`config.mk`:
```
export PLATFORM = sky130hd
export DESIGN_NAME = body_motion_integration_step_core
export DESIGN_NICKNAME = d
export VERILOG_FILES = /design/src/hdl/bmis_pkg.sv /design/src/hdl/bmis_cfg.sv /design/src/hdl/bmis_mac.sv /design/src/hdl/body_motion_integration_step_core.sv
export SDC_FILE = /design/constraint.sdc
export NUM_CORES = 2
export LEC_CHECK = 0
export ABC_CLOCK_PERIOD_IN_PS = 22800
export BUFFER_PORTS_ARGS = -buffer_cell sky130_fd_sc_hd__buf_2
export CAP_MARGIN = 20
export CORE_MARGIN = 5
export CORE_UTILIZATION = 35
export DETAILED_ROUTE_END_ITERATION = 8
export MAX_ROUTING_LAYER = met4
export PLACE_DENSITY_LB_ADDON = 0.05
export SYNTH_ARGS = -nofsm -noshare
export SYNTH_HDL_FRONTEND = slang
export SYNTH_HIERARCHICAL = 1
export SYNTH_SLANG_ARGS = --single-unit
```
`constraint.sdc`:
```
create_clock -name clk_i -period 22.8 [get_ports clk_i]
set_clock_uncertainty 0.05 [all_clocks]
set_input_delay 3.42 -clock clk_i [delete_from_list [all_inputs] [get_ports clk_i]]
set_output_delay 3.42 -clock clk_i [all_outputs]
set_load 0.02 [all_outputs]
```
`src/hdl/bmis_pkg.sv`:
```
// shared types and constants for the body motion integration step
`timescale 1ns / 1ps

package bmis_pkg;

  localparam int unsigned CfgIdxW  = 3;
  localparam int unsigned CfgDataW = 32;
  localparam int unsigned RateW    = 20;
  localparam int unsigned VelCfgW  = 31;
  localparam int unsigned TickW    = 16;
  localparam int unsigned WishW    = 16;
  localparam int unsigned SpeedW   = 31;
  localparam int unsigned WishFrac = 14;
  localparam int unsigned TickFrac = 16;

  // multiplier operands and accumulator
  localparam int unsigned OpW    = 33;
  localparam int unsigned ProdW  = 2 * OpW;
  localparam int unsigned AccW   = ProdW + 2;
  // tick times 30 and the blend coefficient before the control scale
  localparam int unsigned T30W   = TickW + 5;
  localparam int unsigned CoefW  = RateW + T30W;
  localparam int unsigned SplitW = 24;

  typedef struct packed {
    logic [RateW-1:0]   speed_factor;
    logic [RateW-1:0]   air_control;
    logic [RateW-1:0]   accel_rate;
    logic [RateW-1:0]   decel_rate;
    logic [VelCfgW-1:0] jump_velocity;
    logic [VelCfgW-1:0] gravity;
    logic [TickW-1:0]   tick_step;
  } cfg_t;

  typedef enum logic [2:0] {
    SH_NONE,
    SH_WISH,
    SH_TICK,
    SH_FRAC,
    SH_BLEND
  } shift_e;

  typedef struct packed {
    logic   first;
    logic   neg;
    logic   hi;
    shift_e sh;
  } mac_ctl_t;

  typedef struct packed {
    logic signed [31:0] sat;
    logic               pos;
    logic [CoefW-1:0]   raw;
  } mac_res_t;

endpackage

```
`src/hdl/bmis_cfg.sv`:
```
// configuration register bank
`timescale 1ns / 1ps

module bmis_cfg (
  input  logic                          clk_i,
  input  logic                          rst_ni,
  input  logic                          cfg_valid_i,
  output logic                          cfg_ready_o,
  input  logic [bmis_pkg::CfgIdxW-1:0]  cfg_index_i,
  input  logic [bmis_pkg::CfgDataW-1:0] cfg_data_i,
  output bmis_pkg::cfg_t                cfg_o
);
  import bmis_pkg::*;

  localparam logic [CfgIdxW-1:0] CFG_SPEED_FACTOR  = 3'd0;
  localparam logic [CfgIdxW-1:0] CFG_AIR_CONTROL   = 3'd1;
  localparam logic [CfgIdxW-1:0] CFG_ACCEL_RATE    = 3'd2;
  localparam logic [CfgIdxW-1:0] CFG_DECEL_RATE    = 3'd3;
  localparam logic [CfgIdxW-1:0] CFG_JUMP_VELOCITY = 3'd4;
  localparam logic [CfgIdxW-1:0] CFG_GRAVITY       = 3'd5;
  localparam logic [CfgIdxW-1:0] CFG_TICK_STEP     = 3'd6;

  cfg_t cfg_q, cfg_d;

  assign cfg_ready_o = 1'b1;
  assign cfg_o       = cfg_q;

  always_comb begin
    cfg_d = cfg_q;
    if (cfg_valid_i) begin
      case (cfg_index_i)
        CFG_SPEED_FACTOR:  cfg_d.speed_factor  = cfg_data_i[RateW-1:0];
        CFG_AIR_CONTROL:   cfg_d.air_control   = cfg_data_i[RateW-1:0];
        CFG_ACCEL_RATE:    cfg_d.accel_rate    = cfg_data_i[RateW-1:0];
        CFG_DECEL_RATE:    cfg_d.decel_rate    = cfg_data_i[RateW-1:0];
        CFG_JUMP_VELOCITY: cfg_d.jump_velocity = cfg_data_i[VelCfgW-1:0];
        CFG_GRAVITY:       cfg_d.gravity       = cfg_data_i[VelCfgW-1:0];
        CFG_TICK_STEP:     cfg_d.tick_step     = cfg_data_i[TickW-1:0];
        default: ;
      endcase
    end
  end

  always_ff @(posedge clk_i or negedge rst_ni) begin
    if (!rst_ni) begin
      cfg_q.speed_factor  <= RateW'(65536);
      cfg_q.air_control   <= RateW'(6554);
      cfg_q.accel_rate    <= RateW'(13107);
      cfg_q.decel_rate    <= RateW'(26214);
      cfg_q.jump_velocity <= VelCfgW'(327680);
      cfg_q.gravity       <= VelCfgW'(642908);
      cfg_q.tick_step     <= TickW'(2185);
    end else begin
      cfg_q <= cfg_d;
    end
  end

endmodule

```
`src/hdl/bmis_mac.sv`:
```
// shared multiply-accumulate unit with rounding shift and saturation
`timescale 1ns / 1ps

module bmis_mac #(
  parameter int unsigned FRAC_BITS = 16
) (
  input  logic                            clk_i,
  input  logic                            mul_en_i,
  input  logic                            acc_en_i,
  input  bmis_pkg::mac_ctl_t              ctl_i,
  input  logic signed [bmis_pkg::OpW-1:0] a_i,
  input  logic signed [bmis_pkg::OpW-1:0] b_i,
  input  logic signed [31:0]              base_i,
  output bmis_pkg::mac_res_t              res_o,
  output logic [FRAC_BITS:0]              blend_o
);
  import bmis_pkg::*;

  function automatic int unsigned sh_amt(shift_e s);
    int unsigned r;
    case (s)
      SH_NONE:  r = 0;
      SH_WISH:  r = WishFrac;
      SH_TICK:  r = TickFrac;
      SH_FRAC:  r = FRAC_BITS;
      SH_BLEND: r = FRAC_BITS + TickFrac;
      default:  r = 0;
    endcase
    return r;
  endfunction

  logic signed [ProdW-1:0] prod_q;
  logic [AccW-1:0]         acc_q, acc_d;
  shift_e                  sh_q;

  logic [5:0]      amt_c, amt_f;
  logic [AccW-1:0] half_v, base_ext, init_v, prod_ext, prod_sh, start_v, rnd_v;
  logic            fits;

  assign amt_c = 6'(sh_amt(ctl_i.sh));
  assign amt_f = 6'(sh_amt(sh_q));

  // rounding offset, one less when the product is subtracted from the base
  always_comb begin
    half_v = '0;
    if (amt_c != 6'd0) begin
      half_v = AccW'(1) << (amt_c - 6'd1);
      if (ctl_i.neg) begin
        half_v = half_v - AccW'(1);
      end
    end
  end

  assign base_ext = AccW'(base_i);
  assign init_v   = (base_ext << amt_c) + half_v;
  assign prod_ext = AccW'(prod_q);
  assign prod_sh  = ctl_i.hi ? (prod_ext << SplitW) : prod_ext;
  assign start_v  = ctl_i.first ? init_v : acc_q;
  assign acc_d    = ctl_i.neg ? (start_v - prod_sh) : (start_v + prod_sh);

  always_ff @(posedge clk_i) begin
    if (mul_en_i) begin
      prod_q <= a_i * b_i;
    end
    if (acc_en_i) begin
      acc_q <= acc_d;
      sh_q  <= ctl_i.sh;
    end
  end

  assign rnd_v = $signed(acc_q) >>> amt_f;
  assign fits  = (&rnd_v[AccW-1:31]) | ~(|rnd_v[AccW-1:31]);

  always_comb begin
    if (fits) begin
      res_o.sat = rnd_v[31:0];
    end else if (rnd_v[AccW-1]) begin
      res_o.sat = 32'sh8000_0000;
    end else begin
      res_o.sat = 32'sh7fff_ffff;
    end
    res_o.pos = ~acc_q[AccW-1] & (|acc_q);
    res_o.raw = acc_q[CoefW-1:0];
  end

  // blend is never negative; cap at one
  assign blend_o = (|rnd_v[AccW-1:FRAC_BITS]) ? {1'b1, {FRAC_BITS{1'b0}}}
                                              : {1'b0, rnd_v[FRAC_BITS-1:0]};

endmodule

```
`src/hdl/body_motion_integration_step_core.sv`:
```
// top level: body state, sequencer and output register of the motion step
`timescale 1ns / 1ps

// Advances one body (position, velocity, on-ground flag) by one tick per item.
// Input channel: in_valid_i / in_stall_o with wish direction, max speed, jump
// request and ground height; an item is taken when valid is high and stall low.
// Output channel: out_valid_o / out_stall_i with new position, velocity and the
// grounded flag, one result per input item, held in an output register.
// Configuration: cfg_valid_i / cfg_ready_o with register index and data, always
// ready; write only while no item is in flight.
// Sequencing: in_stall_o is high from acceptance until out_valid_o rises, so
// a new item is taken only after the previous one has left the sequencer. The
// time is set by the single 33x33 multiply-accumulate unit: up to sixteen
// products (gravity adds one when the body starts airborne), each passing a
// multiply state and an accumulate state, plus a write back state after the
// last part of an operation, then a clamp state and an output state.
// The next item is accepted while a result waits in the output register; if
// the receiver still stalls when the next result is ready, the block holds.
// Reset: position and velocity go to zero, the body rests on ground, the
// configuration registers take their defaults and no result is pending.

module body_motion_integration_step_core #(
  parameter int unsigned FRAC_BITS = 16
) (
  input  logic                          clk_i,
  input  logic                          rst_ni,
  input  logic                          in_valid_i,
  output logic                          in_stall_o,
  input  logic signed [15:0]            wish_x_i,
  input  logic signed [15:0]            wish_z_i,
  input  logic [bmis_pkg::SpeedW-1:0]   max_speed_i,
  input  logic                          jump_i,
  input  logic signed [31:0]            ground_height_i,
  output logic                          out_valid_o,
  input  logic                          out_stall_i,
  output logic signed [31:0]            pos_x_o,
  output logic signed [31:0]            pos_y_o,
  output logic signed [31:0]            pos_z_o,
  output logic signed [31:0]            vel_x_o,
  output logic signed [31:0]            vel_y_o,
  output logic signed [31:0]            vel_z_o,
  output logic                          grounded_o,
  input  logic                          cfg_valid_i,
  output logic                          cfg_ready_o,
  input  logic [bmis_pkg::CfgIdxW-1:0]  cfg_index_i,
  input  logic [bmis_pkg::CfgDataW-1:0] cfg_data_i
);
  import bmis_pkg::*;

  localparam logic [2:0] ST_IDLE  = 3'd0;
  localparam logic [2:0] ST_MUL   = 3'd1;
  localparam logic [2:0] ST_ACC   = 3'd2;
  localparam logic [2:0] ST_WR    = 3'd3;
  localparam logic [2:0] ST_CLAMP = 3'd4;
  localparam logic [2:0] ST_DONE  = 3'd5;

  localparam logic [3:0] OP_TSPEED = 4'd0;
  localparam logic [3:0] OP_TX     = 4'd1;
  localparam logic [3:0] OP_TZ     = 4'd2;
  localparam logic [3:0] OP_SQ_TX  = 4'd3;
  localparam logic [3:0] OP_SQ_TZ  = 4'd4;
  localparam logic [3:0] OP_SQ_VX  = 4'd5;
  localparam logic [3:0] OP_SQ_VZ  = 4'd6;
  localparam logic [3:0] OP_COEF   = 4'd7;
  localparam logic [3:0] OP_BL_LO  = 4'd8;
  localparam logic [3:0] OP_BL_HI  = 4'd9;
  localparam logic [3:0] OP_VX     = 4'd10;
  localparam logic [3:0] OP_VZ     = 4'd11;
  localparam logic [3:0] OP_VY     = 4'd12;
  localparam logic [3:0] OP_PX     = 4'd13;
  localparam logic [3:0] OP_PY     = 4'd14;
  localparam logic [3:0] OP_PZ     = 4'd15;

  localparam logic [FRAC_BITS:0] BLEND_ONE = {1'b1, {FRAC_BITS{1'b0}}};

  cfg_t cfg;

  logic [2:0] state_q, state_d;
  logic [3:0] op_q, op_d;

  logic signed [31:0] px_q, px_d, py_q, py_d, pz_q, pz_d;
  logic signed [31:0] vx_q, vx_d, vy_q, vy_d, vz_q, vz_d;
  logic               og_q, og_d;

  logic signed [WishW-1:0] wx_q, wx_d, wz_q, wz_d;
  logic [SpeedW-1:0]       ms_q, ms_d;
  logic                    jump_q, jump_d;
  logic signed [31:0]      gnd_q, gnd_d;

  logic signed [31:0] tspeed_q, tspeed_d, tx_q, tx_d, tz_q, tz_d;
  logic               accel_q, accel_d;
  logic [CoefW-1:0]   coef_q, coef_d;
  logic [FRAC_BITS:0] blend_q, blend_d;

  logic               out_valid_q, out_valid_d;
  logic signed [31:0] opx_q, opx_d, opy_q, opy_d, opz_q, opz_d;
  logic signed [31:0] ovx_q, ovx_d, ovy_q, ovy_d, ovz_q, ovz_d;
  logic               ogr_q, ogr_d;

  mac_ctl_t              ctl;
  mac_res_t              res;
  logic signed [OpW-1:0] op_a, op_b;
  logic signed [31:0]    base;
  logic                  last;
  logic [FRAC_BITS:0]    blend_res;
  logic [T30W-1:0]       t30;
  logic [OpW-1:0]        ctrl;
  logic [OpW-1:0]        tick_op;

  bmis_cfg u_cfg (
    .clk_i       (clk_i),
    .rst_ni      (rst_ni),
    .cfg_valid_i (cfg_valid_i),
    .cfg_ready_o (cfg_ready_o),
    .cfg_index_i (cfg_index_i),
    .cfg_data_i  (cfg_data_i),
    .cfg_o       (cfg)
  );

  bmis_mac #(
    .FRAC_BITS (FRAC_BITS)
  ) u_mac (
    .clk_i    (clk_i),
    .mul_en_i (state_q == ST_MUL),
    .acc_en_i (state_q == ST_ACC),
    .ctl_i    (ctl),
    .a_i      (op_a),
    .b_i      (op_b),
    .base_i   (base),
    .res_o    (res),
    .blend_o  (blend_res)
  );

  // tick times 30 by shift and subtract
  assign t30     = (T30W'(cfg.tick_step) << 5) - (T30W'(cfg.tick_step) << 1);
  assign ctrl    = og_q ? (OpW'(1) << FRAC_BITS) : OpW'(cfg.air_control);
  assign tick_op = OpW'(cfg.tick_step);

  // operand and control selection per operation
  always_comb begin
    op_a = '0;
    op_b = '0;
    base = '0;
    last = 1'b1;
    ctl  = '{first: 1'b1, neg: 1'b0, hi: 1'b0, sh: SH_NONE};
    case (op_q)
      OP_TSPEED: begin
        op_a   = OpW'(ms_q);
        op_b   = OpW'(cfg.speed_factor);
        ctl.sh = SH_FRAC;
      end
      OP_TX: begin
        op_a   = OpW'(wx_q);
        op_b   = OpW'(tspeed_q);
        ctl.sh = SH_WISH;
      end
      OP_TZ: begin
        op_a   = OpW'(wz_q);
        op_b   = OpW'(tspeed_q);
        ctl.sh = SH_WISH;
      end
      OP_SQ_TX: begin
        op_a = OpW'(tx_q);
        op_b = OpW'(tx_q);
        last = 1'b0;
      end
      OP_SQ_TZ: begin
        op_a      = OpW'(tz_q);
        op_b      = OpW'(tz_q);
        ctl.first = 1'b0;
        last      = 1'b0;
      end
      OP_SQ_VX: begin
        op_a      = OpW'(vx_q);
        op_b      = OpW'(vx_q);
        ctl.first = 1'b0;
        ctl.neg   = 1'b1;
        last      = 1'b0;
      end
      OP_SQ_VZ: begin
        op_a      = OpW'(vz_q);
        op_b      = OpW'(vz_q);
        ctl.first = 1'b0;
        ctl.neg   = 1'b1;
      end
      OP_COEF: begin
        op_a = accel_q ? OpW'(cfg.accel_rate) : OpW'(cfg.decel_rate);
        op_b = OpW'(t30);
      end
      OP_BL_LO: begin
        op_a   = OpW'(coef_q[SplitW-1:0]);
        op_b   = ctrl;
        ctl.sh = SH_BLEND;
        last   = 1'b0;
      end
      OP_BL_HI: begin
        op_a      = OpW'(coef_q[CoefW-1:SplitW]);
        op_b      = ctrl;
        ctl.first = 1'b0;
        ctl.hi    = 1'b1;
        ctl.sh    = SH_BLEND;
      end
      OP_VX: begin
        op_a   = OpW'(tx_q) - OpW'(vx_q);
        op_b   = OpW'(blend_q);
        base   = vx_q;
        ctl.sh = SH_FRAC;
      end
      OP_VZ: begin
        op_a   = OpW'(tz_q) - OpW'(vz_q);
        op_b   = OpW'(blend_q);
        base   = vz_q;
        ctl.sh = SH_FRAC;
      end
      OP_VY: begin
        op_a    = OpW'(cfg.gravity);
        op_b    = tick_op;
        base    = vy_q;
        ctl.neg = 1'b1;
        ctl.sh  = SH_TICK;
      end
      OP_PX: begin
        op_a   = OpW'(vx_q);
        op_b   = tick_op;
        base   = px_q;
        ctl.sh = SH_TICK;
      end
      OP_PY: begin
        op_a   = OpW'(vy_q);
        op_b   = tick_op;
        base   = py_q;
        ctl.sh = SH_TICK;
      end
      OP_PZ: begin
        op_a   = OpW'(vz_q);
        op_b   = tick_op;
        base   = pz_q;
        ctl.sh = SH_TICK;
      end
      default: ;
    endcase
  end

  assign in_stall_o = (state_q != ST_IDLE);

  // sequencer and state update
  always_comb begin
    state_d     = state_q;
    op_d        = op_q;
    px_d        = px_q;
    py_d        = py_q;
    pz_d        = pz_q;
    vx_d        = vx_q;
    vy_d        = vy_q;
    vz_d        = vz_q;
    og_d        = og_q;
    wx_d        = wx_q;
    wz_d        = wz_q;
    ms_d        = ms_q;
    jump_d      = jump_q;
    gnd_d       = gnd_q;
    tspeed_d    = tspeed_q;
    tx_d        = tx_q;
    tz_d        = tz_q;
    accel_d     = accel_q;
    coef_d      = coef_q;
    blend_d     = blend_q;
    out_valid_d = out_valid_q & out_stall_i;
    opx_d       = opx_q;
    opy_d       = opy_q;
    opz_d       = opz_q;
    ovx_d       = ovx_q;
    ovy_d       = ovy_q;
    ovz_d       = ovz_q;
    ogr_d       = ogr_q;
    case (state_q)
      ST_IDLE: begin
        if (in_valid_i) begin
          wx_d    = wish_x_i;
          wz_d    = wish_z_i;
          ms_d    = max_speed_i;
          jump_d  = jump_i;
          gnd_d   = ground_height_i;
          op_d    = OP_TSPEED;
          state_d = ST_MUL;
        end
      end
      ST_MUL: begin
        state_d = ST_ACC;
      end
      ST_ACC: begin
        if (last) begin
          state_d = ST_WR;
        end else begin
          op_d    = op_q + 4'd1;
          state_d = ST_MUL;
        end
      end
      ST_WR: begin
        op_d    = op_q + 4'd1;
        state_d = ST_MUL;
        case (op_q)
          OP_TSPEED: tspeed_d = res.sat;
          OP_TX:     tx_d     = res.sat;
          OP_TZ:     tz_d     = res.sat;
          OP_SQ_VZ:  accel_d  = res.pos;
          OP_COEF:   coef_d   = res.raw;
          OP_BL_HI:  blend_d  = blend_res;
          OP_VX:     vx_d     = res.sat;
          OP_VZ: begin
            vz_d = res.sat;
            // on ground gravity is skipped; a jump sets the vertical velocity
            if (og_q) begin
              if (jump_q) begin
                vy_d = $signed({1'b0, cfg.jump_velocity});
                og_d = 1'b0;
              end
              op_d = OP_PX;
            end
          end
          OP_VY:     vy_d     = res.sat;
          OP_PX:     px_d     = res.sat;
          OP_PY:     py_d     = res.sat;
          OP_PZ: begin
            pz_d    = res.sat;
            state_d = ST_CLAMP;
          end
          default: ;
        endcase
      end
      ST_CLAMP: begin
        if (py_q <= gnd_q) begin
          py_d = gnd_q;
          if (vy_q[31]) begin
            vy_d = '0;
          end
          og_d = 1'b1;
        end else begin
          og_d = 1'b0;
        end
        state_d = ST_DONE;
      end
      ST_DONE: begin
        if (!out_valid_q || !out_stall_i) begin
          opx_d       = px_q;
          opy_d       = py_q;
          opz_d       = pz_q;
          ovx_d       = vx_q;
          ovy_d       = vy_q;
          ovz_d       = vz_q;
          ogr_d       = og_q;
          out_valid_d = 1'b1;
          state_d     = ST_IDLE;
        end
      end
      default: begin
        state_d = ST_IDLE;
      end
    endcase
  end

  always_ff @(posedge clk_i or negedge rst_ni) begin
    if (!rst_ni) begin
      state_q     <= ST_IDLE;
      op_q        <= OP_TSPEED;
      px_q        <= '0;
      py_q        <= '0;
      pz_q        <= '0;
      vx_q        <= '0;
      vy_q        <= '0;
      vz_q        <= '0;
      og_q        <= 1'b1;
      out_valid_q <= 1'b0;
    end else begin
      state_q     <= state_d;
      op_q        <= op_d;
      px_q        <= px_d;
      py_q        <= py_d;
      pz_q        <= pz_d;
      vx_q        <= vx_d;
      vy_q        <= vy_d;
      vz_q        <= vz_d;
      og_q        <= og_d;
      out_valid_q <= out_valid_d;
    end
  end

  always_ff @(posedge clk_i) begin
    wx_q     <= wx_d;
    wz_q     <= wz_d;
    ms_q     <= ms_d;
    jump_q   <= jump_d;
    gnd_q    <= gnd_d;
    tspeed_q <= tspeed_d;
    tx_q     <= tx_d;
    tz_q     <= tz_d;
    accel_q  <= accel_d;
    coef_q   <= coef_d;
    blend_q  <= blend_d;
    opx_q    <= opx_d;
    opy_q    <= opy_d;
    opz_q    <= opz_d;
    ovx_q    <= ovx_d;
    ovy_q    <= ovy_d;
    ovz_q    <= ovz_d;
    ogr_q    <= ogr_d;
  end

  assign out_valid_o = out_valid_q;
  assign pos_x_o     = opx_q;
  assign pos_y_o     = opy_q;
  assign pos_z_o     = opz_q;
  assign vel_x_o     = ovx_q;
  assign vel_y_o     = ovy_q;
  assign vel_z_o     = ovz_q;
  assign grounded_o  = ogr_q;

  a_accept_starts: assert property (@(posedge clk_i) disable iff (!rst_ni)
    (in_valid_i && !in_stall_o) |=> (state_q == ST_MUL && op_q == OP_TSPEED))
    else $error("item accepted but sequencer did not start");

  a_blend_capped: assert property (@(posedge clk_i) disable iff (!rst_ni)
    (state_q == ST_WR && op_q == OP_BL_HI) |=> (blend_q <= BLEND_ONE))
    else $error("blend coefficient above one");

  a_ground_contact: assert property (@(posedge clk_i) disable iff (!rst_ni)
    (state_q == ST_CLAMP) |=> ((og_q == (py_q == gnd_q)) && (!og_q || !vy_q[31])))
    else $error("ground contact inconsistent");

  a_result_from_done: assert property (@(posedge clk_i) disable iff (!rst_ni)
    $rose(out_valid_q) |-> ($past(state_q) == ST_DONE))
    else $error("result raised outside of completion");

endmodule
```
== Word level (Yosys, flattened, before mapping) ==
Cells that the tools add are included.

* Output and inout bits: 196
* Bits of input ports: 136
* Flip-flop bits (word level): 940

* Multiplexer cells: 44
* Multipliers: 1
* Add/subtract/negate cells: 9
* Eq/ne operators: 44
* $lt $le $gt $ge: 1
* Shift-type cells: 3
* Bitwise operators: 5
* Reductions and logical operators: 51

{| class="wikitable"
|+ Operators with widths
! operator !! count
|-
| 33-bit case mux with 14 select lines || 1
|-
| 68-bit 2-to-1 mux || 5
|-
| 33-bit case mux with 10 select lines || 1
|-
| 32-bit 2-to-1 mux || 7
|-
| 32-bit case mux with 2 select lines || 3
|-
| 32-bit case mux with 6 select lines || 1
|-
| 68-bit adder || 2
|-
| 68-bit OR reduction || 1
|-
| 1-bit by 6-bit left shift with 68-bit output (first input constant) || 1
|-
| 68-bit by 6-bit left shift with 68-bit output || 1
|-
| 68-bit by 6-bit >>> shifter with 68-bit output || 1
|-
| 68-bit by 1-bit subtractor with 68-bit output (second input constant) || 1
|-
| 68-bit subtractor || 1
|-
| 33-bit by 33-bit multiplier with 66-bit output || 1
|-
| 32-bit by 32-bit subtractor with 33-bit output || 2
|-
| 52-bit OR reduction || 1
|-
| 2-bit AND reduction || 21
|-
| 20-bit 2-to-1 mux || 2
|-
| 37-bit AND reduction || 1
|-
| 37-bit OR reduction || 1
|-
| 6-bit case mux with 3 select lines || 2
|-
| 4-bit == test (second input constant) || 8
|-
| 32-bit less-or-equal comparator || 1
|-
| 31-bit 2-to-1 mux || 1
|-
| other kinds (38) || 91
|}

== Longest topological paths before layout ==
* Depth after elaboration: 15
* Depth in mapped cells: 47
* Mapped depth without buffers: 40

== Hierarchy ==
The synthesis kept the hierarchy.

{| class="wikitable"
|+ By module, submodules not included
! module !! instances !! sequential area each (sq um) !! cells an instance !! area an instance (sq um)
|-
| bmis_mac || 1 || 4113.9 || 6579 || 57123.5
|-
| body_motion_integration_step_core || 1 || 18363.9 || 2695 || 31696.6
|-
| bmis_cfg || 1 || 4006.3 || 340 || 5964.5
|}

== Least setup slack after synthesis ==
Ideal clock, no wire load.

* Path type: input to register
* From: input in_valid_i
* To: register gnd_q[0], enable pin
* Stages: 1
* Library setup time: 820 ps
* Path slack: 8840 ps
* Data arrival time: 13090 ps
* Required time: 21930 ps
* Cell sequence: nor4b_1

* Word-level cells in the longest chain between the ends: 1

{| class="wikitable"
|+ RTL lines
! what !! RTL line !! text
|-
| start: declaration || body_motion_integration_step_core.sv:27 || <nowiki>input logic in_valid_i,</nowiki>
|-
| 2-bit AND reduction (no line) || -- ||
|-
| end signal: assignment || body_motion_integration_step_core.sv:393 || <nowiki>gnd_q <= gnd_d;</nowiki>
|-
| end: declaration || body_motion_integration_step_core.sv:88 || <nowiki>logic signed [31:0] gnd_q, gnd_d;</nowiki>
|}

Every way passes these cells.
A chain may end at the register's enable or synchronous reset.

== Worst setup path in the final report ==
* From: register vx_q[13]
* To: register u_mac.prod_q[65] (data pin)

* Word-level cells in the longest chain between the ends: 3
* Elaborated cells on any way between the ends: 4
* Those cells by class: 1 x add/sub; 1 x mul; 2 x mux

{| class="wikitable"
|+ RTL lines
! what !! RTL line !! text
|-
| start: declaration || body_motion_integration_step_core.sv:82 || <nowiki>logic signed [31:0] vx_q, vx_d, vy_q, vy_d, vz_q, vz_d;</nowiki>
|-
| start signal: assignment || body_motion_integration_step_core.sv:380 || <nowiki>vx_q <= vx_d;</nowiki>
|-
| 32-bit by 32-bit subtractor with 33-bit output || body_motion_integration_step_core.sv:204 || <nowiki>op_a = OpW'(tx_q) - OpW'(vx_q);</nowiki>
|-
| 33-bit case mux with 14 select lines || body_motion_integration_step_core.sv:146 || <nowiki>case (op_q)</nowiki>
|-
| net op_a[32] || body_motion_integration_step_core.sv:102 || <nowiki>logic signed [OpW-1:0] op_a, op_b;</nowiki>
|-
| 33-bit by 33-bit multiplier with 66-bit output || bmis_mac.sv:63 || <nowiki>prod_q <= a_i * b_i;</nowiki>
|-
| end signal: assignment || bmis_mac.sv:63 ||
|-
| end: declaration || bmis_mac.sv:32 || <nowiki>logic signed [ProdW-1:0] prod_q;</nowiki>
|}

The timed path passes the listed nets, and every way through them passes these cells.

==> summary.txt <==
Timing
  • Finish-stage setup viols: 0
  • Final Hold Vio Count: 0
  • Relative slew slack: 15.7%
  • Worst-margin pin slew: 1.26 ns
  • RSZ-0062 raised after global routing: false
  • Peak Freq: 0.0766 GHz
  • Final worst path period share: 57.3%
  • Final min period: 13.05 ns
  • Fin. max-slew vios: 0
  • Fin Setup TNS: 0 ns

Die
  • Die X: 530 um
  • # IOs: 332
  • Row cnt: 191
  • Die height: 530 um
  • Core area: 270000 um^2
  • Initial Util: 35.1%
  • Die area: 281000 um^2

Global route
  • Vias in the first global route: 75632
  • First-pass GRT wire length: 563 mm
  • Pin count of the biggest net entering global routing: 136
  • All-Layer GR Usage: 28.4%
  • Initial antenna violation count: 24
  • Grt total ovfl: 0

Logic synthesis
  • Ys flop type: edfxtp_1
  • Syn Area/Cell: 9.86 um^2
  • Synth Warn #: 6
  • Flops & latches, synth: 940
  • Async set-reset flop share out of synthesis: 38.2%
  • Mapped cell area: 94800 um^2
  • Post-synthesis sequential area ratio: 27.9%
  • Syn Nets: 11366
  • Synth unique cells: 125
  • Cells after Synth: 9614
  • Number of synthesized flops with an enable pin: 581

Worst setup path
  • Max stage delay on crit path: 0.71 ns
  • CP Class: flip-flop to flip-flop
  • Crit start category: flip-flop
  • Slowest cell on crit path: a21oi_1
  • Req. time, crit path: 23.21 ns
  • CP Capture Type: flip-flop
  • CP max FO: 33
  • WP data arrival: 13.46 ns
  • Most Frequent Cell on Critical Path: fa_1

Detailed routing
  • Vias post-DR: 73494
  • Number of vias per cell: 5.50
  • Routed wire length: 394 mm
  • Routed len/inst: 29.5 um
  • Drt pass-1 iters: 6
  • Antenna-violating nets left: 0
  • DRC Markers: 0
  • Initial DRC count: 5855

Hold path
  • Worst min path class: flip-flop to flip-flop

Placed design
  • PortBufs: 329
  • GPL Wtd Cong: 0.946
  • Post-DP Area: 101000 um^2
  • Post-DP HPWL: 312 mm

Clock tree
  • CTS Buf Count: 109
  • Clock Latency Late Sink: 0.78 ns
  • CTS tree: yes
  • Hold buffers post-CTS: 0
  • H-tree depth: 3
  • Clock transition at path regs: 0.06 ns
  • Post-CTS setup buffers: 0
  • Maximum clock path buffer count: 3
  • Post-cts resize count: 0
  • CTS Root Buffer Type: clkbuf_16
  • Sink Count: 940

Finish
  • Layout area overhead: 10.2%
  • Design area: 104000 um^2
  • Fraction of layout cells with a size suffix above 1: 13.0%
  • Layout net count: 11436
  • Fill count: 27096
  • Layout Utilization: 38.7%

Flow run
  • MaxCap Viol Count: 0

Run status
  • Outcome: finished clean
cells in the mapped netlist (28+ instances only):
cell,instances,area [um^2]
o211ai_1,28,210
nor3_1,79,395
a221oi_1,72,631
edfxtp_1,581,17400
o21ai_0,374,1870
inv_1,1286,4830
ha_1,467,5840
xnor2_1,173,1520
mux2_4,30,450
nor2_1,367,1380
buf_1,34,128
a31oi_1,81,507
a211oi_1,45,338
clkbuf_1,442,1660
a22oi_1,145,1090
nor2b_1,56,350
nand4_1,91,569
buf_4,48,360
a21o_1,200,1500
or3_1,30,188
nand3_1,125,626
fa_1,1149,23000
o22ai_1,35,219
mux2i_1,121,1210
xor2_1,135,1180
and2_1,354,2210
o21bai_1,37,278
dfrtp_1,316,7910
nor4_1,30,188
buf_2,44,220
mux2_2,318,3580
nand2b_1,65,407
dfstp_2,43,1130
o21a_1,43,323
and3_1,32,200
a21oi_1,468,2340
nand2_1,1273,4780
metal layers:
metal | part of all wire (%) | global-route usage, % | vias to the layer above
met2 | 48 | 47.1 | 2283
met4 | 4.0 | 9.51 | 0
met1 | 43 | 36.7 | 38335
met5 | 0 | - | -
li1 | - | - | 32344
met3 | 4.8 | 2.68 | 532
through the flow:
stage               std cells  worst slack [ns]  hold slack, ns
finish                  13362              9.75           0.407
global route            13354              9.28           0.437
CTS                     13347              9.65           0.404
detailed placement      13139              9.65           0.407
global placement        13138              9.63           0.402
floorplan                9614              8.84           0.393
final timing paths:
check,slack [ns],end,startpoint,depth (start not counted)
max,9.75,u_mac/prod_q[65],vx_q[13],38
max in group asynchronous,17.81,u_cfg/cfg_o[103],rst_ni,4
max reg2reg,9.75,u_mac/prod_q[65],vx_q[13],38
min in group asynchronous,2.68,py_q[20],rst_ni,1
min reg2reg,0.41,pos_z_o[16],pz_q[16],0
min,0.41,pos_z_o[16],pz_q[16],0
critical path, delay by kind of cell (launching register included):
kind | cells | cell delay, ns
adders and majority gates | 10 | 4.98
xor gates and xnor gates | 1 | 0.14
AOI/OAI and AO/OA | 14 | 4.60
and+or+nand+nor | 6 | 1.39
DFF | 1 | 0.69
buffers and inverters | 7 | 0.76
cells by family (layout without fill, tap and decap cells):
logic type | Yosys count | in the layout | share of synthesized area [%]
DFF | 940 | 940 | 27.9
buffers and inverters | 1869 | 2036 | 7.76
xor gates and xnor gates | 309 | 309 | 2.86
adders and majority gates | 1616 | 1616 | 30.4
muxes | 472 | 472 | 5.57
other | 1 | 12 | 0.00396
and+or+nand+nor | 2589 | 2589 | 12.7
AOI/OAI and AO/OA | 1818 | 1818 | 12.7
layout by cell type (no fill, tap or decap), types with 43 or more instances in the layout:
cell / synthesis / final
a211oi_1: 45 / 45
nor3_1: 79 / 78
a22oi_1: 145 / 145
clkbuf_16: 0 / 117
a31oi_1: 81 / 73
a21o_1: 200 / 200
a21oi_1: 468 / 463
nor2b_1: 56 / 55
edfxtp_1: 581 / 581
xor2_1: 135 / 135
o21a_1: 43 / 43
dfstp_2: 43 / 43
mux2_2: 318 / 318
nand2b_1: 65 / 65
and2_1: 354 / 350
nand4_1: 91 / 91
mux2i_1: 121 / 114
a221oi_1: 72 / 71
nor2_1: 367 / 343
buf_2: 44 / 328
nand3_1: 125 / 124
buf_4: 48 / 203
ha_1: 467 / 467
xnor2_1: 173 / 173
fa_1: 1149 / 1148
dfrtp_1: 316 / 316
o21ai_0: 374 / 369
inv_1: 1286 / 1286
nand2_1: 1273 / 1269
cell type report:
cell class | instances | area, um^2 | area share, %
Clock buffer | 150 | 3130 | 3.00
Timing Repair Buffer | 539 | 3310 | 3.17
Clock inverter | 58 | 621 | 0.594
Antenna cell | 11 | 27.5 | 0.0263
Multi-Input combinational cell | 6805 | 61600 | 59.0
Tap cell | 3570 | 4470 | 4.28
Sequential cell | 940 | 26500 | 25.3
Inverter | 1289 | 4840 | 4.64
sequential cells by signal, indices dropped and copies added, names as in the netlist, 41 cells and up:
register	count
coef_q	41
u_cfg/cfg_o	158
u_mac/acc_q	68
u_mac/prod_q	66
Power is left out: the tool's default activity adds up to more than one toggle a clock period on the data nets, which glitch-free logic cannot reach.
